--- config.mk ---
export PLATFORM = sky130hd
export DESIGN_NAME = procedure_symbol_record_parser_flat
export DESIGN_NICKNAME = d
export VERILOG_FILES = /design/src/design/psr_pkg.sv /design/src/design/psr_if.sv /design/src/design/psr_front.sv /design/src/design/psr_queue.sv /design/src/design/psr_back.sv /design/src/design/procedure_symbol_record_parser.sv /design/src/flat_wrapper.sv
export SDC_FILE = /design/constraint.sdc
export NUM_CORES = 1
export LEC_CHECK = 0
export BUFFER_PORTS_ARGS = -buffer_cell sky130_fd_sc_hd__clkbuf_2
export CAP_MARGIN = 20
export CORE_UTILIZATION = 50
export CTS_CLUSTER_DIAMETER = 120
export CTS_CLUSTER_SIZE = 24
export DETAILED_ROUTE_END_ITERATION = 10
export PLACE_DENSITY = 0.72
export SYNTH_ARGS = -nofsm -noshare
export SYNTH_HDL_FRONTEND = slang
export SYNTH_SLANG_ARGS = --single-unit
--- constraint.sdc ---
create_clock -name clk -period 7 [get_ports clk]
set_input_delay 1.4 -clock clk [delete_from_list [all_inputs] [get_ports clk]]
set_output_delay 1.4 -clock clk [all_outputs]
set_load 0.02 [all_outputs]
--- src/design/psr_pkg.sv ---
// ---------------------------------------------------------------------------
// psr_pkg: shared types and codes for the procedure symbol record parser
// Event kinds, failure codes and the classified byte passed from front to back.
// ---------------------------------------------------------------------------
`default_nettype none

package psr_pkg;

    // Event kinds on the result channel
    typedef enum logic [2:0] {
        EV_PNAME_BYTE = 3'd0,
        EV_PNAME_END  = 3'd1,
        EV_ANAME_BYTE = 3'd2,
        EV_OFFSET     = 3'd3,
        EV_PROC_DONE  = 3'd4,
        EV_SUCCESS    = 3'd5,
        EV_FAILURE    = 3'd6
    } event_kind_t;

    // Failure codes, meaningful with EV_FAILURE only
    typedef enum logic [1:0] {
        FC_PNAME = 2'd0,
        FC_ANAME = 2'd1,
        FC_TERM  = 2'd2
    } fail_code_t;

    // Terminator byte closing each procedure entry
    localparam logic [7:0] TERM_BYTE = 8'hFF;

    // Queue depth between front and back
    localparam int QUEUE_DEPTH = 2;

    // One classified record byte
    typedef struct packed {
        logic [7:0] data;
        logic       last;
        logic       is_zero;
        logic       is_term;
    } psr_item_t;

endpackage

`default_nettype wire

--- src/design/psr_if.sv ---
// ---------------------------------------------------------------------------
// psr_if: valid/ready channels for record bytes and parser events
// One interface per channel, each with a source and a sink modport.
// ---------------------------------------------------------------------------
`default_nettype none

interface psr_byte_if;
    logic       valid;
    logic       ready;
    logic [7:0] data_byte;
    logic       end_of_record;

    modport source (output valid, output data_byte, output end_of_record, input ready);
    modport sink   (input valid, input data_byte, input end_of_record, output ready);
endinterface

interface psr_event_if;
    logic               valid;
    logic               ready;
    logic [2:0]         event_kind;
    logic signed [15:0] event_value;
    logic [1:0]         fail_code;

    modport source (output valid, output event_kind, output event_value, output fail_code,
                    input ready);
    modport sink   (input valid, input event_kind, input event_value, input fail_code,
                    output ready);
endinterface

`default_nettype wire

--- src/design/psr_front.sv ---
// ---------------------------------------------------------------------------
// psr_front: input side of the parser
// Accepts record bytes while the queue has room and tags each byte as zero
// or terminator so the back end checks those cases on flags.
// ---------------------------------------------------------------------------
`default_nettype none

module psr_front (
    psr_byte_if.sink         byte_in,
    input  wire logic        q_full,
    output psr_pkg::psr_item_t q_item,
    output logic             q_push
);

    // Ready whenever the queue can take one more entry
    assign byte_in.ready = !q_full;
    assign q_push        = byte_in.valid && !q_full;

    // Classify the byte
    always_comb
    begin
        q_item.data    = byte_in.data_byte;
        q_item.last    = byte_in.end_of_record;
        q_item.is_zero = (byte_in.data_byte == 8'd0);
        q_item.is_term = (byte_in.data_byte == psr_pkg::TERM_BYTE);
    end

endmodule

`default_nettype wire

--- src/design/psr_queue.sv ---
// ---------------------------------------------------------------------------
// psr_queue: short FIFO between front and back
// Two register entries; push and pop may happen in the same cycle.
// ---------------------------------------------------------------------------
`default_nettype none

module psr_queue (
    input  wire logic               clk,
    input  wire logic               rst_n,
    input  wire logic               push,
    input  wire psr_pkg::psr_item_t push_item,
    input  wire logic               pop,
    output psr_pkg::psr_item_t      head_item,
    output logic                    not_empty,
    output logic                    full
);

    localparam int PTR_W = $clog2(psr_pkg::QUEUE_DEPTH);
    localparam int CNT_W = $clog2(psr_pkg::QUEUE_DEPTH + 1);

    psr_pkg::psr_item_t entry_reg [psr_pkg::QUEUE_DEPTH];
    logic [PTR_W-1:0]   wr_ptr_reg, wr_ptr_next;
    logic [PTR_W-1:0]   rd_ptr_reg, rd_ptr_next;
    logic [CNT_W-1:0]   count_reg, count_next;

    assign not_empty = (count_reg != '0);
    assign full      = (count_reg == CNT_W'(psr_pkg::QUEUE_DEPTH));
    assign head_item = entry_reg[rd_ptr_reg];

    // Pointer and fill count update
    always_comb
    begin
        wr_ptr_next = wr_ptr_reg;
        rd_ptr_next = rd_ptr_reg;
        count_next  = count_reg;
        if (push)
        begin
            wr_ptr_next = (wr_ptr_reg == PTR_W'(psr_pkg::QUEUE_DEPTH - 1)) ? '0
                                                                          : wr_ptr_reg + 1'b1;
        end
        if (pop)
        begin
            rd_ptr_next = (rd_ptr_reg == PTR_W'(psr_pkg::QUEUE_DEPTH - 1)) ? '0
                                                                          : rd_ptr_reg + 1'b1;
        end
        if (push && !pop)
        begin
            count_next = count_reg + 1'b1;
        end
        else if (pop && !push)
        begin
            count_next = count_reg - 1'b1;
        end
    end

    always_ff @(posedge clk or negedge rst_n)
    begin
        if (!rst_n)
        begin
            wr_ptr_reg <= '0;
            rd_ptr_reg <= '0;
            count_reg  <= '0;
        end
        else
        begin
            wr_ptr_reg <= wr_ptr_next;
            rd_ptr_reg <= rd_ptr_next;
            count_reg  <= count_next;
        end
    end

    // Entry storage, no reset needed
    always_ff @(posedge clk)
    begin
        if (push)
        begin
            entry_reg[wr_ptr_reg] <= push_item;
        end
    end

endmodule

`default_nettype wire

--- src/design/psr_back.sv ---
// ---------------------------------------------------------------------------
// psr_back: record parsing state machine and event output register
// Takes one classified byte per cycle from the queue while its output register
// is free or draining, advances the parse state and loads at most one event.
// ---------------------------------------------------------------------------
`default_nettype none

module psr_back (
    input  wire logic               clk,
    input  wire logic               rst_n,
    input  wire psr_pkg::psr_item_t q_item,
    input  wire logic               q_not_empty,
    output logic                    q_pop,
    psr_event_if.source             event_out
);

    typedef enum logic [2:0] {
        PH_CNT_LO,
        PH_CNT_HI,
        PH_PNAME,
        PH_PCOUNT,
        PH_ANAME,
        PH_OFF_LO,
        PH_OFF_HI,
        PH_TERM
    } phase_t;

    phase_t               phase_reg, phase_next;
    logic [15:0]          procs_left_reg, procs_left_next;
    logic [7:0]           params_left_reg, params_left_next;
    logic [7:0]           low_hold_reg, low_hold_next;
    logic                 finished_reg, finished_next;

    logic                 out_valid_reg, out_valid_next;
    psr_pkg::event_kind_t kind_reg, kind_next;
    logic signed [15:0]   value_reg, value_next;
    psr_pkg::fail_code_t  code_reg, code_next;

    // Event produced by the byte at the queue head
    logic                 emit;
    psr_pkg::event_kind_t emit_kind;
    logic [15:0]          emit_value;
    psr_pkg::fail_code_t  emit_code;

    logic [15:0]          count_word;
    logic [15:0]          procs_dec;
    logic [7:0]           params_dec;

    // Take a byte when the output slot is free or is draining now
    assign q_pop = q_not_empty && (!out_valid_reg || event_out.ready);

    assign count_word = {q_item.data, low_hold_reg};
    assign procs_dec  = procs_left_reg - 16'd1;
    assign params_dec = params_left_reg - 8'd1;

    // Parse step
    always_comb
    begin
        phase_next       = phase_reg;
        procs_left_next  = procs_left_reg;
        params_left_next = params_left_reg;
        low_hold_next    = low_hold_reg;
        finished_next    = finished_reg;
        emit             = 1'b0;
        emit_kind        = psr_pkg::EV_PNAME_BYTE;
        emit_value       = 16'd0;
        emit_code        = psr_pkg::FC_PNAME;

        if (q_pop && !finished_reg)
        begin
            unique case (phase_reg)
                PH_CNT_LO:
                begin
                    low_hold_next = q_item.data;
                    if (q_item.last)
                    begin
                        emit      = 1'b1;
                        emit_kind = psr_pkg::EV_SUCCESS;
                    end
                    else
                    begin
                        phase_next = PH_CNT_HI;
                    end
                end
                PH_CNT_HI:
                begin
                    procs_left_next = count_word;
                    if (count_word == 16'd0)
                    begin
                        emit      = 1'b1;
                        emit_kind = psr_pkg::EV_SUCCESS;
                    end
                    else if (q_item.last)
                    begin
                        emit      = 1'b1;
                        emit_kind = psr_pkg::EV_FAILURE;
                        emit_code = psr_pkg::FC_PNAME;
                    end
                    else
                    begin
                        phase_next = PH_PNAME;
                    end
                end
                PH_PNAME:
                begin
                    if (q_item.is_zero)
                    begin
                        if (q_item.last)
                        begin
                            emit      = 1'b1;
                            emit_kind = psr_pkg::EV_FAILURE;
                            emit_code = psr_pkg::FC_TERM;
                        end
                        else
                        begin
                            phase_next = PH_PCOUNT;
                        end
                    end
                    else if (q_item.last)
                    begin
                        emit      = 1'b1;
                        emit_kind = psr_pkg::EV_FAILURE;
                        emit_code = psr_pkg::FC_PNAME;
                    end
                    else
                    begin
                        emit       = 1'b1;
                        emit_kind  = psr_pkg::EV_PNAME_BYTE;
                        emit_value = {8'd0, q_item.data};
                    end
                end
                PH_PCOUNT:
                begin
                    params_left_next = q_item.data;
                    emit             = 1'b1;
                    if (q_item.last)
                    begin
                        emit_kind = psr_pkg::EV_FAILURE;
                        emit_code = q_item.is_zero ? psr_pkg::FC_TERM : psr_pkg::FC_ANAME;
                    end
                    else
                    begin
                        phase_next = q_item.is_zero ? PH_TERM : PH_ANAME;
                        emit_kind  = psr_pkg::EV_PNAME_END;
                        emit_value = {8'd0, q_item.data};
                    end
                end
                PH_ANAME:
                begin
                    if (q_item.is_zero)
                    begin
                        if (q_item.last)
                        begin
                            emit      = 1'b1;
                            emit_kind = psr_pkg::EV_FAILURE;
                            emit_code = (params_left_reg != 8'd1) ? psr_pkg::FC_ANAME
                                                                  : psr_pkg::FC_TERM;
                        end
                        else
                        begin
                            phase_next = PH_OFF_LO;
                        end
                    end
                    else if (q_item.last)
                    begin
                        emit      = 1'b1;
                        emit_kind = psr_pkg::EV_FAILURE;
                        emit_code = psr_pkg::FC_ANAME;
                    end
                    else
                    begin
                        emit       = 1'b1;
                        emit_kind  = psr_pkg::EV_ANAME_BYTE;
                        emit_value = {8'd0, q_item.data};
                    end
                end
                PH_OFF_LO:
                begin
                    low_hold_next = q_item.data;
                    if (q_item.last)
                    begin
                        // Lone low byte: reread as next name byte or terminator
                        emit = 1'b1;
                        if (params_left_reg != 8'd1)
                        begin
                            emit_kind = psr_pkg::EV_FAILURE;
                            if (!q_item.is_zero)
                            begin
                                emit_code = psr_pkg::FC_ANAME;
                            end
                            else
                            begin
                                emit_code = (params_left_reg != 8'd2) ? psr_pkg::FC_ANAME
                                                                      : psr_pkg::FC_TERM;
                            end
                        end
                        else if (!q_item.is_term)
                        begin
                            emit_kind = psr_pkg::EV_FAILURE;
                            emit_code = psr_pkg::FC_TERM;
                        end
                        else if (procs_left_reg <= 16'd1)
                        begin
                            emit_kind = psr_pkg::EV_SUCCESS;
                        end
                        else
                        begin
                            emit_kind = psr_pkg::EV_FAILURE;
                            emit_code = psr_pkg::FC_PNAME;
                        end
                    end
                    else
                    begin
                        phase_next = PH_OFF_HI;
                    end
                end
                PH_OFF_HI:
                begin
                    params_left_next = params_dec;
                    emit             = 1'b1;
                    if (q_item.last)
                    begin
                        emit_kind = psr_pkg::EV_FAILURE;
                        emit_code = (params_dec != 8'd0) ? psr_pkg::FC_ANAME
                                                         : psr_pkg::FC_TERM;
                    end
                    else
                    begin
                        phase_next = (params_dec != 8'd0) ? PH_ANAME : PH_TERM;
                        emit_kind  = psr_pkg::EV_OFFSET;
                        emit_value = {q_item.data, low_hold_reg};
                    end
                end
                PH_TERM:
                begin
                    emit = 1'b1;
                    if (!q_item.is_term)
                    begin
                        emit_kind = psr_pkg::EV_FAILURE;
                        emit_code = psr_pkg::FC_TERM;
                    end
                    else
                    begin
                        procs_left_next = procs_dec;
                        if (procs_dec == 16'd0)
                        begin
                            emit_kind = psr_pkg::EV_SUCCESS;
                        end
                        else if (q_item.last)
                        begin
                            emit_kind = psr_pkg::EV_FAILURE;
                            emit_code = psr_pkg::FC_PNAME;
                        end
                        else
                        begin
                            phase_next = PH_PNAME;
                            emit_kind  = psr_pkg::EV_PROC_DONE;
                        end
                    end
                end
                default:
                begin
                    phase_next = PH_CNT_LO;
                end
            endcase

            // Any verdict closes the record until its last byte
            if (emit && (emit_kind == psr_pkg::EV_SUCCESS || emit_kind == psr_pkg::EV_FAILURE))
            begin
                finished_next = 1'b1;
            end
        end

        // Record boundary returns to the reset state
        if (q_pop && q_item.last)
        begin
            phase_next       = PH_CNT_LO;
            procs_left_next  = 16'd0;
            params_left_next = 8'd0;
            low_hold_next    = 8'd0;
            finished_next    = 1'b0;
        end
    end

    // Output register load
    always_comb
    begin
        out_valid_next = out_valid_reg;
        kind_next      = kind_reg;
        value_next     = value_reg;
        code_next      = code_reg;
        if (q_pop)
        begin
            out_valid_next = emit;
            kind_next      = emit_kind;
            value_next     = $signed(emit_value);
            code_next      = (emit_kind == psr_pkg::EV_FAILURE) ? emit_code : psr_pkg::FC_PNAME;
        end
        else if (event_out.ready)
        begin
            out_valid_next = 1'b0;
        end
    end

    // State and registered outputs
    always_ff @(posedge clk or negedge rst_n)
    begin
        if (!rst_n)
        begin
            phase_reg       <= PH_CNT_LO;
            procs_left_reg  <= 16'd0;
            params_left_reg <= 8'd0;
            low_hold_reg    <= 8'd0;
            finished_reg    <= 1'b0;
            out_valid_reg   <= 1'b0;
            kind_reg        <= psr_pkg::EV_PNAME_BYTE;
            value_reg       <= 16'sd0;
            code_reg        <= psr_pkg::FC_PNAME;
        end
        else
        begin
            phase_reg       <= phase_next;
            procs_left_reg  <= procs_left_next;
            params_left_reg <= params_left_next;
            low_hold_reg    <= low_hold_next;
            finished_reg    <= finished_next;
            out_valid_reg   <= out_valid_next;
            kind_reg        <= kind_next;
            value_reg       <= value_next;
            code_reg        <= code_next;
        end
    end

    assign event_out.valid       = out_valid_reg;
    assign event_out.event_kind  = kind_reg;
    assign event_out.event_value = value_reg;
    assign event_out.fail_code   = code_reg;

endmodule

`default_nettype wire

--- src/design/procedure_symbol_record_parser.sv ---
// ---------------------------------------------------------------------------
// procedure_symbol_record_parser: streaming parser for procedure symbol records
//
// byte_in carries one record byte per transfer with end_of_record on the
// final byte. event_out carries at most one event per byte: name bytes, the
// name end with its parameter count, signed frame offsets, procedure done,
// and a final success or failure verdict with a failure code. Bytes after a
// verdict are dropped until end_of_record; the byte after end_of_record
// starts a new record.
// Throughput: one byte per cycle while the output register is free or draining,
// set by the single-step parse state machine. Events are registered: a byte
// is written into the two-entry queue when it transfers, and the parse stage
// then loads its event into the output register.
// When event_out stalls, the parse stage holds and the queue fills; byte_in
// drops ready once the queue holds two bytes. While an event waits in the output
// register no byte is parsed, including bytes that produce no event.
// Reset clears the queue, the parse state and the output valid.
// ---------------------------------------------------------------------------
`default_nettype none

module procedure_symbol_record_parser (
    input  wire logic   clk,
    input  wire logic   rst_n,
    psr_byte_if.sink    byte_in,
    psr_event_if.source event_out
);

    psr_pkg::psr_item_t push_item;
    psr_pkg::psr_item_t head_item;
    logic               push;
    logic               pop;
    logic               full;
    logic               not_empty;

    // Front: accept and classify
    psr_front u_front (
        .byte_in (byte_in),
        .q_full  (full),
        .q_item  (push_item),
        .q_push  (push)
    );

    // Decoupling queue
    psr_queue u_queue (
        .clk       (clk),
        .rst_n     (rst_n),
        .push      (push),
        .push_item (push_item),
        .pop       (pop),
        .head_item (head_item),
        .not_empty (not_empty),
        .full      (full)
    );

    // Back: parse and emit
    psr_back u_back (
        .clk         (clk),
        .rst_n       (rst_n),
        .q_item      (head_item),
        .q_not_empty (not_empty),
        .q_pop       (pop),
        .event_out   (event_out)
    );

endmodule

`default_nettype wire

--- src/flat_wrapper.sv ---
// flat-port wrapper written by rule: the top's interface ports become plain ports
module procedure_symbol_record_parser_flat 
  (clk, rst_n, byte_in_valid, byte_in_data_byte, byte_in_end_of_record, byte_in_ready, event_out_valid, event_out_event_kind, event_out_event_value, event_out_fail_code, event_out_ready);
  psr_byte_if byte_in_i ();
  psr_event_if event_out_i ();
  input  wire logic clk;
  input  wire logic rst_n;
  input wire logic [$bits(byte_in_i.valid)-1:0] byte_in_valid;
  input wire logic [$bits(byte_in_i.data_byte)-1:0] byte_in_data_byte;
  input wire logic [$bits(byte_in_i.end_of_record)-1:0] byte_in_end_of_record;
  output wire logic [$bits(byte_in_i.ready)-1:0] byte_in_ready;
  output wire logic [$bits(event_out_i.valid)-1:0] event_out_valid;
  output wire logic [$bits(event_out_i.event_kind)-1:0] event_out_event_kind;
  output wire logic [$bits(event_out_i.event_value)-1:0] event_out_event_value;
  output wire logic [$bits(event_out_i.fail_code)-1:0] event_out_fail_code;
  input wire logic [$bits(event_out_i.ready)-1:0] event_out_ready;
  assign byte_in_i.valid = byte_in_valid;
  assign byte_in_i.data_byte = byte_in_data_byte;
  assign byte_in_i.end_of_record = byte_in_end_of_record;
  assign byte_in_ready = byte_in_i.ready;
  assign event_out_valid = event_out_i.valid;
  assign event_out_event_kind = event_out_i.event_kind;
  assign event_out_event_value = event_out_i.event_value;
  assign event_out_fail_code = event_out_i.fail_code;
  assign event_out_i.ready = event_out_ready;
  procedure_symbol_record_parser u_core (.clk(clk), .rst_n(rst_n), .byte_in(byte_in_i), .event_out(event_out_i));
endmodule
# Word level (Yosys, flattened, before mapping)
# Memory sizes are Yosys's and may differ from the RTL's.
# Index checks and enable logic that the tools add are counted.
# word_totals
output_inout_bits,23
inputBits,13
regBits,62
n_memories,1
ram_bits,22
elab_cells,164
# memory_table
memory,depth,word_bits,read_ports,rd_clocked_by_memory_dff,write_ports,line_no,source
u_core.u_queue.entry_reg,2,11,1,0,1,psr_queue.sv:21,psr_pkg::psr_item_t entry_reg [psr_pkg::QUEUE_DEPTH];
# classes
order_cmp,1
n_reduce_logical,35
n_addsub,6
n_mux,84
n_eq_ne,25
# ops
cell,count
16-bit two-way mux,6
3-bit two-way mux,24
2-bit two-way mux,26
8-bit two-way mux,6
16-bit case mux with 3 select lines,1
3-bit case mux with 8 select lines,2
"3-bit != test, second input constant",11
16-bit logical NOT,2
16-bit case mux with 2 select lines,1
"3-bit == test, second input constant",7
"16-bit by 1-bit less-or-equal comparator with 1-bit output, second input constant",1
8-bit case mux with 2 select lines,1
"16-bit by 1-bit subtractor with 16-bit output, second input constant",1
1-bit two-way mux,15
2-bit case mux with 6 select lines,1
12-bit AND reduction,1
2-bit nonzero test,6
"8-bit == test, second input constant",1
8-bit logical NOT,1
"8-bit by 1-bit != test with 1-bit output, second input constant",1
"8-bit by 2-bit != test with 1-bit output, second input constant",1
8-bit nonzero test,1
"8-bit by 1-bit subtractor with 8-bit output, second input constant",1
1-bit logical AND,7
other kinds (15),26

# Depth between registers and ports, before layout
# Gate-level depths: netlist of run 1.
# depth
depth_word,13
mapped_depth,10
mapped_depth_nobuf,9

# Cells and area by module
# Synthesis of run 1 repeated with hierarchy kept, for this count alone.
# unflattened
cells_unflattened,496
area_unflattened_um2,4735.8
# modules_own_cells
mod,seq_area_each_um2,instances,cells_per_inst,area_each_um2
psr_back,1451.4,1,429,3603.5
psr_queue,760.7,1,50,1019.7
psr_front,0.0,1,17,112.6

# Worst setup path after synthesis of run 1
# No wires, ideal clock.
# synth_path
path_kind,input port to flip-flop
start,input event_out_ready
end,register u_core.u_back.low_hold_reg[6]
n_path_buf,1
setup_time_ns,0.094
required_time_ns,6.906
setup_slack_ns,4.047
cell_stages,6
arrival_time_ns,2.858
path_cell_list,nor2b_1 -> or3_1 -> nor3_1 -> clkbuf_1 -> nor2_1 -> a211oi_1
# synth_between
elab_chain_cells,5
word_cells_on_any_way,8
classes_between,mux: 1; reduce/logical: 7
# synth_rtl
element,line_no,source
from (decl),flat_wrapper.sv:16,input wire logic [$bits(event_out_i.ready)-1:0] event_out_ready;
1-bit logical OR (*),psr_back.sv:50,assign q_pop = q_not_empty && (!out_valid_reg || event_out.ready);
1-bit logical AND (*),psr_back.sv:50,
"1-bit logical AND, on equally long branches","psr_back.sv:275, psr_back.sv:69",
2-bit nonzero test (no line),-,
2-bit AND reduction (no line),-,
to (signal assigned),psr_back.sv:325,low_hold_reg <= low_hold_next;
to (decl),psr_back.sv:31,"logic [7:0] low_hold_reg, low_hold_next;"
# Every way passes the cells marked *; elsewhere a longest branch is shown, timed or not.
# A chain may end at the register's enable or synchronous reset.

# Worst setup path after layout of run 1
# layout_path
start,input event_out_ready
end,register u_core.u_back.procs_left_reg[13]
# layout_between
elab_chain_cells,5
word_cells_on_any_way,9
classes_between,eq/ne: 1; mux: 1; reduce/logical: 7
# layout_rtl
element,line_no,source
1-bit logical OR (*),psr_back.sv:50,
1-bit logical AND (*),psr_back.sv:50,
"1-bit logical AND, on equally long branches","psr_back.sv:275, psr_back.sv:69",
"3-bit != test (no line), or another cell as far along",-,
3-bit AND reduction (no line),-,
to (signal assigned),psr_back.sv:323,procs_left_reg <= procs_left_next;
to (decl),psr_back.sv:29,"logic [15:0] procs_left_reg, procs_left_next;"
# Marked as above.

==> results by group, run 1 <==
Placed design
  • Placed cells: 643
  • DP HPWL: 8.59 mm
  • Dpl ws: 3.41 ns
  • I/O Buffers: 35
  • Gpl congestion: just over 0.9

Synthesis
  • Synth top area share: between 30% and 40%
  • Mapped Cells: approximately 520
  • Most common cell in the netlist: o21ai_0
  • Syn avg cell area: 9.14 sq um
  • Cell area after synthesis: 4730 sq um
  • Yosys warnings: 0
  • Dominant cells by area after synthesis: dfrtp_1, edfxtp_1, o21ai_0
  • Netlist cell types: 57
  • Synth async-reset ratio: roughly three quarters
  • Yosys reg bits: 84
  • Register area share after synthesis: a little under half
  • Syn Nets: ~540
  • EDFF count, synth: 22
  • Ys flop type: dfrtp_1
  • Largest area contributor in the netlist: dfrtp_1
  • Synth cell count leaders: o21ai_0, dfrtp_1, nor2_1, nand2_1, a21oi_1

Global routing
  • Vias in the first global route: 3779
  • Gr usage total: about 26%
  • Pin count of the biggest net entering global routing: 63
  • First-pass GRT wire length: 19.3 mm
  • Initial antenna violation count: 0
  • Total gr overflow: 0

Critical path
  • R2r endpoint: u_core.u_back.procs_left_reg[13]$_DFFE_PN0P_
  • CP Data Required Time: between 7 and 8 ns
  • Reg2Reg Depth: 7
  • CP max FO: 26
  • Flop-to-flop setup slack: 3.83 ns
  • Worst EP arrival: 3.51 ns
  • Crit start category: primary input
  • Critical R2R Launch: u_core.u_queue.rd_ptr_reg$_DFFE_PN0P_
  • Critical path endpoint category: flop
  • Crit path from: event_out_ready
  • Setup CP Type: primary input to flop

Power and ir drop
  • Sw frac: between 40% and 50%
  • Pwr Total: 2360 uW
  • Reg power frac: 34.0%
  • Clock Power Share: 16.1%
  • Int Pwr: 1230 uW
  • Combinational Power Share: 49.9%
  • Maximum vdd drop: ~0.2 mV
  • Psw: 1130 uW
  • P_leak: 0.00215 uW
  • Pwr/cell area: 454 nW/um^2

STA
  • Clk_skew: 0.0112 ns
  • Unrepaired setup endpoints after global routing: false
  • Max-slew headroom: 25.7%
  • Slew Viols, Final: 0
  • Hold WS: 0.481 ns
  • # setup viols final: 0
  • Setup TNS: 0 ns
  • Final Cycle Share: 46.1%
  • Fin. Hold Viols: 0
  • Worst-Margin Slew: ~1.1 ns
  • Fin worst setup slack: 3.78 ns
  • Fmax: 310 MHz
  • Final Critical Period: 3.22 ns

Detailed routing
  • Via density: 6.29
  • DR iter-0 viols: 434
  • WL/cell: 18.3 um
  • ANT nets after route: 0
  • Final WL: 12.1 mm
  • Pre-antenna DRT Iters: 5
  • Via Count: just over 4k
  • # DRC: 0

CTS
  • Worst skew pair latency: ~0.37 ns
  • CTS HTree Levels: 3
  • Post-CTS Setup Inserts: 0
  • Post-CTS resize count: 0
  • Clock transition at the registers of the reported paths: around 0.1 ns
  • CTS hold repair buffers: 0
  • Clock Sinks: 84
  • CTS tree: built
  • Number of CTS-inserted buffers: 9
  • CTS root buffer: clkbuf_8
  • Clock Path Buffers: 2

Cells and area
  • Area growth syn-to-layout: 9.83%
  • Final Net Count: 564
  • Fraction of layout cells with a size suffix above 1: 12.9%
  • Largest register FFs: 22
  • Diode count: 0
  • Non-filler cells, final: 660

Run
  • Max-Cap Viols: 0

Die
  • # IOs: 36
  • Die Y: 99.3 um
  • Standard-cell rows: 35
  • Core area: 9200 sq um
  • Die W: 99.3 um
  • Starting Density: 51.5%
  • DIE AREA: 9860 sq um

Hold path
  • HP Start: u_core.u_back.event_out.event_kind[1]$_DFFE_PN0P_
  • Hold Path Class: flop to flop
  • Hold Crit Endpoint: u_core.u_back.event_out.event_kind[1]$_DFFE_PN0P_
  • WHS Path Cells: 1

Run status
  • Outcome: finished, final reports clean
cell type report:
| class | count | area, sq um |
|---|---|---|
| Tap cell | 111 | 139 |
| Timing Repair Buffer | 41 | 220 |
| Clock inverter | 7 | 88.8 |
| Sequential cell | 84 | 2210 |
| Multi-Input combinational cell | 399 | 2380 |
| Inverter | 9 | 33.8 |
| Fill cell | 833 | 4000 |
| Clock buffer | 9 | 124 |
cells in the final DEF, fill, tap and decap left out, drive strengths merged, types with 12 or more instances in the layout:
master and n:
o21ai 66, nand4 12, mux2i 14, nor2 54, nand2 49, clkbuf 44, nor3 21, edfxtp 22
a21oi 33, nor4 15, inv 14, dfrtp 62
layer usage:
metal / vias up / GRT usage (%) / routed length (um)
met3: 15 / 5.55 / 883
met1: 1982 / 35.7 / 5380
li1: 1982 / - / -
met5: - / 0 / 0
met4: 0 / 7.58 / 159
met2: 174 / 40.2 / 5670
worst max path at each step:
stage                                                               to  slack [ns]  depth (start not counted)
after floorplan              u_core.u_back.low_hold_reg[6]$_DFFE_PN0P_        4.05                          6
after global placement     u_core.u_back.procs_left_reg[4]$_DFFE_PN0P_        3.52                          9
after detailed placement   u_core.u_back.procs_left_reg[3]$_DFFE_PN0P_        3.41                          9
after CTS                  u_core.u_back.procs_left_reg[3]$_DFFE_PN0P_        3.79                          9
after global routing       u_core.u_back.procs_left_reg[3]$_DFFE_PN0P_        3.50                          7
final                     u_core.u_back.procs_left_reg[13]$_DFFE_PN0P_        3.78                          9
critical path: stages:
cell	delay (ns)
clkbuf_2	0.09
nand2b_1	0.16
o21ai_2	0.06
buf_4	0.31
nor2_1	0.21
buf_4	0.29
nor2_1	0.67
o21ai_0	0.20
o21ai_0	0.11
power by group through the flow:
stage               registers (uW)  logic [uW]  clock network, uW
detailed placement             807        1150                  0
floorplan                      747         905                  0
global placement               801        1140                  0
finish                         802        1180                379
global route                   820        1290                404
CTS                            797        1160                386
kinds of logic after synthesis:
group | Yosys count | share of synthesized area, %
fa+ha+maj | 7 | 1.85
buf+inv | 35 | 3.04
mux | 21 | 4.63
compound gates | 154 | 19.8
xor+xnor | 16 | 2.96
flops | 84 | 46.7
simple gates | 201 | 21.0
metrics by stage:
step / cell area [sq um] / utilization (%)
after global placement: 4980 / 54.1
final: 5200 / 56.5
after CTS: 5190 / 56.4
after detailed placement: 4980 / 54.1
after floorplan: 4730 / -
after global routing: 5200 / 56.5
Note: power is estimated with default switching activity, not from simulation.
==> run 2: changes to the inputs <==
- PLACE_DENSITY: 0.72 -> 0.75
- clock period: 7 -> 2.8 ns (I/O delays scaled with it)
==> run 2 against run 1 <==
Net effect: clock power grew to 2.9 times the previous value; combinational power grew to 2.8 times the previous value; hold slack got worse by 0.30 ns; sequential power rose by 150%; critical path type is now flop to flop; clock skew is 0.0026 ns higher; highest routed layer unchanged; first-iteration DRC count is 9.0% lower.
==> results by group, run 2 (same netlist as run 1, synthesis figures left out) <==
Run status
  • Outcome: finished, final reports clean

Power and ir drop
  • Clock Power Share: 17.3% (+1.2 points)
  • P_leak: 0.00227 uW (+5.9%)
  • Combinational Power Share: 51.7% (+1.8 points)
  • Maximum vdd drop: 0.557 mV (+180%)
  • Psw: 2890 uW (+160%)
  • Pwr/cell area: 1170 nW/um^2 (+160%)
  • Sw frac: 45.5% (-2.4 points)
  • Int Pwr: 3450 uW (+180%)
  • Reg power frac: 31.1% (-2.9 points)

Die
  • Standard-cell rows: 35 (unchanged)
  • Die W: 99.3 um (unchanged)
  • # IOs: 36 (unchanged)
  • Die Y: 99.3 um (unchanged)
  • DIE AREA: 9860 sq um (unchanged)
  • Core area: 9200 sq um (unchanged)
  • Starting Density: 51.5% (unchanged)

STA
  • Fin. Hold Viols: 0 (unchanged)
  • Max-slew headroom: 41.8% (+16 points)
  • # setup viols final: 0 (unchanged)
  • Worst-Margin Slew: 0.848 ns (-0.258 ns)
  • Clk_skew: 0.0138 ns (+0.00262 ns)
  • Final Cycle Share: 95.4%
  • Fmax: around 370 MHz
  • Final Critical Period: 2.67 ns
  • Unrepaired setup endpoints after global routing: true
  • Slew Viols, Final: 0 (unchanged)

Detailed routing
  • ANT nets after route: 0 (unchanged)
  • # DRC: 0 (unchanged)
  • Final WL: 12.7 mm (+5.1%)
  • WL/cell: 18.6 um (+1.7%)
  • Pre-antenna DRT Iters: 6 (+1)
  • DR iter-0 viols: 395 (-9.0%)
  • Via density: 6.29 (-0.10%)
  • Via Count: 4287 (+3.2%)

Run
  • Max-Cap Viols: 0 (unchanged)

Cells and area
  • Most frequent cells in the layout: o21ai_0, dfrtp_1, nor2_1
  • Area growth syn-to-layout: 14.4%
  • Largest register FFs: 22 (unchanged)
  • Diode count: 0 (unchanged)
  • Commonest non-fill, non-tap cell in the layout: o21ai_0
  • Final instance area: 5410 sq um (+4.1%)
  • Final Net Count: 586 (+3.9%)
  • Fraction of layout cells with a size suffix above 1: 16.6% (+3.7 points)
  • Fin util: 58.9% (+2.3 points)

Global routing
  • Gr usage total: 27.1% (+1.6 points)
  • First-pass GRT wire length: 20.6 mm (+6.5%)
  • Total gr overflow: 0 (unchanged)
  • Pin count of the biggest net entering global routing: 26 (-59%)
  • Vias in the first global route: 4119 (+9.0%)
  • Initial antenna violation count: 0 (unchanged)

CTS
  • Clock Path Buffers: 2 (unchanged)
  • CTS tree: built
  • Worst skew pair latency: 0.36 ns (about the same)
  • Clock Sinks: 84 (unchanged)
  • CTS HTree Levels: 3 (unchanged)
  • Clock transition at the registers of the reported paths: 0.09 ns (about the same)
  • Post-CTS Setup Inserts: 0 (unchanged)
  • Number of CTS-inserted buffers: 9 (unchanged)
  • CTS root buffer: clkbuf_8

Critical path
  • Setup CP Type: flop to flop
  • Crit path from: u_core.u_back.procs_left_reg[1]$_DFFE_PN0P_
  • Worst EP arrival: 2.93 ns (-0.58 ns)
  • CP Capture Point: u_core.u_back.phase_reg[0]$_DFFE_PN0P_
  • Critical path endpoint category: flop
  • CP Data Required Time: 3.06 ns (-4.23 ns)
  • Reg2Reg Depth: 9 (+2)
  • Flop-to-flop setup slack: 0.13 ns (-3.70 ns)
  • R2r endpoint: u_core.u_back.phase_reg[0]$_DFFE_PN0P_
  • CP max FO: 5 (-81%)
  • Crit start category: flop
  • Critical R2R Launch: u_core.u_back.procs_left_reg[1]$_DFFE_PN0P_

Placed design
  • DP HPWL: 9.43 mm (+9.9%)
  • I/O Buffers: 35 (unchanged)
  • Gpl congestion: 0.968 (+7.0%)
  • Area post-placement: 5150 sq um (+3.5%)

Hold path
  • Hold Path Class: primary input to async pin
run 2: what timing repair did:
item / in CTS / in global routing
hold buffers: 0 / 0
endpoints found under the setup margin: 0 / 2
gates resized for setup: 0 / 2
run 2: cell type report:
class	instances	area, sq um
fillers	812	3780
inverters	9	33.8
well taps	111	139
multi-input cells	399	2390
clock inverters	7	128
repair buffers	63	385
clock buffers	9	124
flip-flops and latches	84	2210
run 2: worst min path at each step:
stage / start / end / slack [ns] / cells past startpoint
final: rst_n / u_core.u_back.event_out.event_value[4]$_DFFE_PN0P_ / 0.18 / 1
after global routing: rst_n / u_core.u_back.event_out.event_value[4]$_DFFE_PN0P_ / 0.22 / 1
after CTS: rst_n / u_core.u_back.event_out.event_value[4]$_DFFE_PN0P_ / 0.19 / 1
after detailed placement: u_core.u_back.event_out.event_kind[1]$_DFFE_PN0P_ / u_core.u_back.event_out.event_kind[1]$_DFFE_PN0P_ / 0.47 / 1
after global placement: u_core.u_back.event_out.event_kind[2]$_DFFE_PN0P_ / u_core.u_back.event_out.event_kind[2]$_DFFE_PN0P_ / 0.46 / 1
after floorplan: rst_n / u_core.u_back.event_out.event_kind[0]$_DFFE_PN0P_ / 0.26 / 0
run 2: critical path: stages, from the launching register on:
cell	delay, ns
dfrtp_1	0.43
inv_1	0.10
ha_1	0.18
or3b_1	0.39
o31ai_2	0.17
and4b_1	0.21
nand4_1	0.20
or3_1	0.39
a22o_1	0.23
a311oi_1	0.26
run 2: through the flow:
| step | hold slack [ns] | total power [uW] | std cells | TNS, ns | setup WS, ns |
|---|---|---|---|---|---|
| floorplan | 0.264 | 4130 | 518 | 0 | 0.234 |
| global placement | 0.462 | 5090 | 666 | 0 | 0.261 |
| detailed placement | 0.466 | 5160 | 666 | 0 | 0.163 |
| CTS | 0.189 | 6260 | 682 | 0 | 0.168 |
| global route | 0.218 | 6730 | 682 | -0.0570 | -0.0570 |
| finish | 0.183 | 6340 | 682 | 0 | 0.128 |
run 2: metal layers:
layer / GRT usage (%) / wire (um)
met1: 36.0 / 5650
met2: 43.9 / 5970
met3: 5.34 / 738
met4: 10.9 / 361
met5: 0 / 0
run 2: power groups by stage:
stage	registers [uW]	clock network [uW]	logic [uW]
detailed placement	1980	0	3180
CTS	1960	1110	3200
global route	2010	1140	3580
global placement	1960	0	3130
finish	1970	1100	3270
floorplan	1870	0	2260
==> run 3: changes to the inputs <==
- ABC_AREA: default -> 1
- REMOVE_ABC_BUFFERS: default -> 1
==> run 3 against run 2 <==
Net effect: cell area decreased by 3.1%; routed wire length decreased by 6.3%; register-to-register slack improved by 0.28 ns; cell count increased by 11%; flip-flop and latch count unchanged; hold slack got worse by 0.061 ns; largest cell class is now sequential cells; critical path depth unchanged; maximum frequency increased by 12%; combinational power increased by 5%; critical path type unchanged; non-clock buffer count decreased by 17.
==> results by group, run 3 <==
Run status
  • Outcome: finished, final reports clean

Synthesis
  • Synth Area in XOR/XNOR: 2.40% (-0.56 points)
  • Syn avg cell area: 7.92 sq um (-13%)
  • Synth top area share: 32.7% (-0.035 points)
  • Main combinational cell family by area after synthesis: simple AND/OR/NAND/NOR gates
  • Mapped Cells: 598 (+15%)
  • Register area share after synthesis: 46.7% (-0.049 points)
  • Yosys warnings: 0 (unchanged)
  • Synth async-reset ratio: 73.8% (unchanged)
  • Adder-Cell Fraction of Synth Area: 1.85% (-0.0020 points)
  • Synth Area in Compound Gates: 15.9% (-3.9 points)
  • Post-Synth Simple-Gate Area: 25.3% (+4.4 points)
  • Cell area after synthesis: 4740 sq um (+0.11%)
  • Largest area contributor in the netlist: dfrtp_1
  • Dominant cells by area after synthesis: dfrtp_1, edfxtp_1, nand2_1
  • Ys flop type: dfrtp_1
  • EDFF count, synth: 22 (unchanged)
  • Synth cell count leaders: nand2_1, nor2_1, inv_1, dfrtp_1, o21ai_0
  • Post-synthesis mux area share: 0.211% (-4.4 points)
  • Netlist cell types: 44 (-23%)
  • Yosys reg bits: 84 (unchanged)
  • Most common cell in the netlist: nand2_1

Die
  • Die Y: 99.3 um (about the same)
  • Core area: 9200 sq um (unchanged)
  • Starting Density: 51.5% (+0.054 points)
  • DIE AREA: 9870 sq um (+0.10%)
  • Standard-cell rows: 35 (unchanged)
  • # IOs: 36 (unchanged)
  • Die W: 99.3 um (about the same)

Critical path
  • R2r endpoint: u_core.u_back.params_left_reg[3]$_DFFE_PN0P_
  • CP Capture Point: u_core.u_back.params_left_reg[3]$_DFFE_PN0P_
  • Critical R2R Launch: u_core.u_queue.rd_ptr_reg$_DFFE_PN0P_
  • Critical path endpoint category: flop
  • Flop-to-flop setup slack: 0.41 ns (+0.28 ns)
  • Reg2Reg Depth: 9 (unchanged)
  • Setup CP Type: flop to flop
  • CP max FO: 16 (+11)
  • CP Data Required Time: 3.04 ns (-0.02 ns)
  • Worst EP arrival: 2.64 ns (-0.29 ns)
  • Crit start category: flop
  • Crit path from: u_core.u_queue.rd_ptr_reg$_DFFE_PN0P_

Cells and area
  • Most frequent cells in the layout: nand2_1, nor2_1, inv_1
  • Multi-input logic area: 2170 sq um (-9.4%)
  • Diode count: 0 (unchanged)
  • Commonest non-fill, non-tap cell in the layout: nand2_1
  • Final instance area: 5240 sq um (-3.1%)
  • Area growth syn-to-layout: 10.7%
  • Fillers: 857 (+5.5%)
  • Final Net Count: 660 (+13%)
  • Largest register FFs: 22 (unchanged)
  • Register Area: 2210 sq um (unchanged)
  • Fraction of layout cells with a size suffix above 1: 14.1% (-2.5 points)

CTS
  • CTS hold repair buffers: 0 (unchanged)
  • CTS root buffer: clkbuf_8
  • Clock Sinks: 84 (unchanged)
  • Worst skew pair latency: 0.36 ns (about the same)
  • Post-CTS Setup Inserts: 0 (unchanged)
  • Clock Path Buffers: 2 (unchanged)
  • CTS tree: built
  • Number of CTS-inserted buffers: 9 (unchanged)
  • Clock transition at the registers of the reported paths: 0.09 ns (about the same)
  • CTS HTree Levels: 3 (unchanged)
  • Post-CTS resize count: 0 (unchanged)

STA
  • Fin. Hold Viols: 0 (unchanged)
  • Setup TNS: 0 ns (unchanged)
  • Unrepaired setup endpoints after global routing: false
  • Fmax: 418 MHz (+12%)
  • Max-slew headroom: 41.6% (-0.20 points)
  • Worst-Margin Slew: 0.872 ns (+0.0240 ns)
  • Final Critical Period: 2.39 ns (-0.277 ns)
  • Final Cycle Share: 85.5% (-9.9 points)
  • # setup viols final: 0 (unchanged)
  • Clk_skew: 0.0163 ns (+0.00254 ns)
  • Slew Viols, Final: 0 (unchanged)

Hold path
  • Hold Path Class: primary input to async pin

Global routing
  • First-pass GRT wire length: 20.0 mm (-2.9%)
  • Vias in the first global route: 4164 (+1.1%)
  • Pin count of the biggest net entering global routing: 29 (+12%)
  • Total gr overflow: 0 (unchanged)
  • Initial antenna violation count: 0 (unchanged)
  • Gr usage total: 25.7% (-1.4 points)

Detailed routing
  • # DRC: 0 (unchanged)
  • Final WL: 11.9 mm (-6.3%)
  • ANT nets after route: 0 (unchanged)
  • Via density: 5.56 (-12%)
  • WL/cell: 15.8 um (-16%)
  • DR iter-0 viols: 252 (-36%)
  • Via Count: 4200 (-2.0%)
  • Pre-antenna DRT Iters: 5 (-1)

Power and ir drop
  • Pwr/cell area: 1160 nW/um^2 (-1.2%)
  • P_leak: 0.00253 uW (+11%)
  • Maximum vdd drop: 0.508 mV (-8.8%)

Placed design
  • DP HPWL: 9.04 mm (-4.1%)
  • I/O Buffers: 35 (unchanged)
  • Gpl congestion: 0.923 (-4.6%)
  • Area post-placement: 5070 sq um (-1.6%)

Run
  • Max-Cap Viols: 0 (unchanged)
## run 3: kinds of logic (layout without fill, tap and decap cells)
logic type	Yosys count	count (layout)
AO/OA/AOI/OAI	124	124
XOR/XNOR	13	13
adder cells (fa/ha/maj)	7	7
buffers and inverters	93	140
flip-flops	84	84
multiplexers	1	1
AND/OR/NAND/NOR	276	276
## run 3: cell type report
class	instances	area share [%]
clock buffer	10	2.43
clock inverter	6	0.907
inverter	78	5.58
multi-input combinational	421	41.3
sequential	84	42.2
tap	111	2.65
timing repair buffer	46	4.92
## run 3: worst max-delay path, cell delays in order (launching register included)
cell,delay [ns]
dfrtp_1,0.53
inv_1,0.30
or2_0,0.15
o21a_2,0.14
inv_2,0.10
nor2_4,0.25
inv_2,0.18
o21ai_2,0.26
o221ai_1,0.22
o21a_1,0.15
## run 3: report_power, final
group	switching, uW	internal [uW]	leakage, uW
sequential	251	1590	0.00104
combinational	2370	1060	0.00141
clock	465	334	0.0000895
total	3090	2980	0.00253
## run 3: worst min-delay path by stage
stage | from | endpoint | slack [ns]
after floorplan | rst_n | u_core.u_back.event_out.event_kind[0]$_DFFE_PN0P_ | 0.26
final | rst_n | u_core.u_back.procs_left_reg[4]$_DFFE_PN0P_ | 0.12
after detailed placement | u_core.u_back.event_out.event_value[4]$_DFFE_PN0P_ | u_core.u_back.event_out.event_value[4]$_DFFE_PN0P_ | 0.48
after global placement | u_core.u_back.event_out.event_value[1]$_DFFE_PN0P_ | u_core.u_back.event_out.event_value[1]$_DFFE_PN0P_ | 0.47
after global routing | rst_n | u_core.u_back.procs_left_reg[3]$_DFFE_PN0P_ | 0.14
after CTS | rst_n | u_core.u_back.procs_left_reg[4]$_DFFE_PN0P_ | 0.13
## run 3: stage by stage
step	hold WS (ns)	util [%]	instances	worst slack (ns)	power, uW
finish	0.122	57.0	756	0.406	6060
global route	0.144	57.0	756	0.238	6550
CTS	0.131	57.0	756	0.386	6030
detailed placement	0.475	55.1	740	0.404	5230
global placement	0.469	55.1	740	0.417	5150
floorplan	0.264	-	583	0.616	4250
## run 3: routing by layer
metal / GRT usage, % / wire length [um] / vias up
met5: 0 / 0 / -
met2: 43.4 / 5810 / 112
met4: 10.3 / 250 / 0
met1: 33.4 / 5410 / 2011
met3: 3.72 / 443 / 20
li1: - / - / 2057
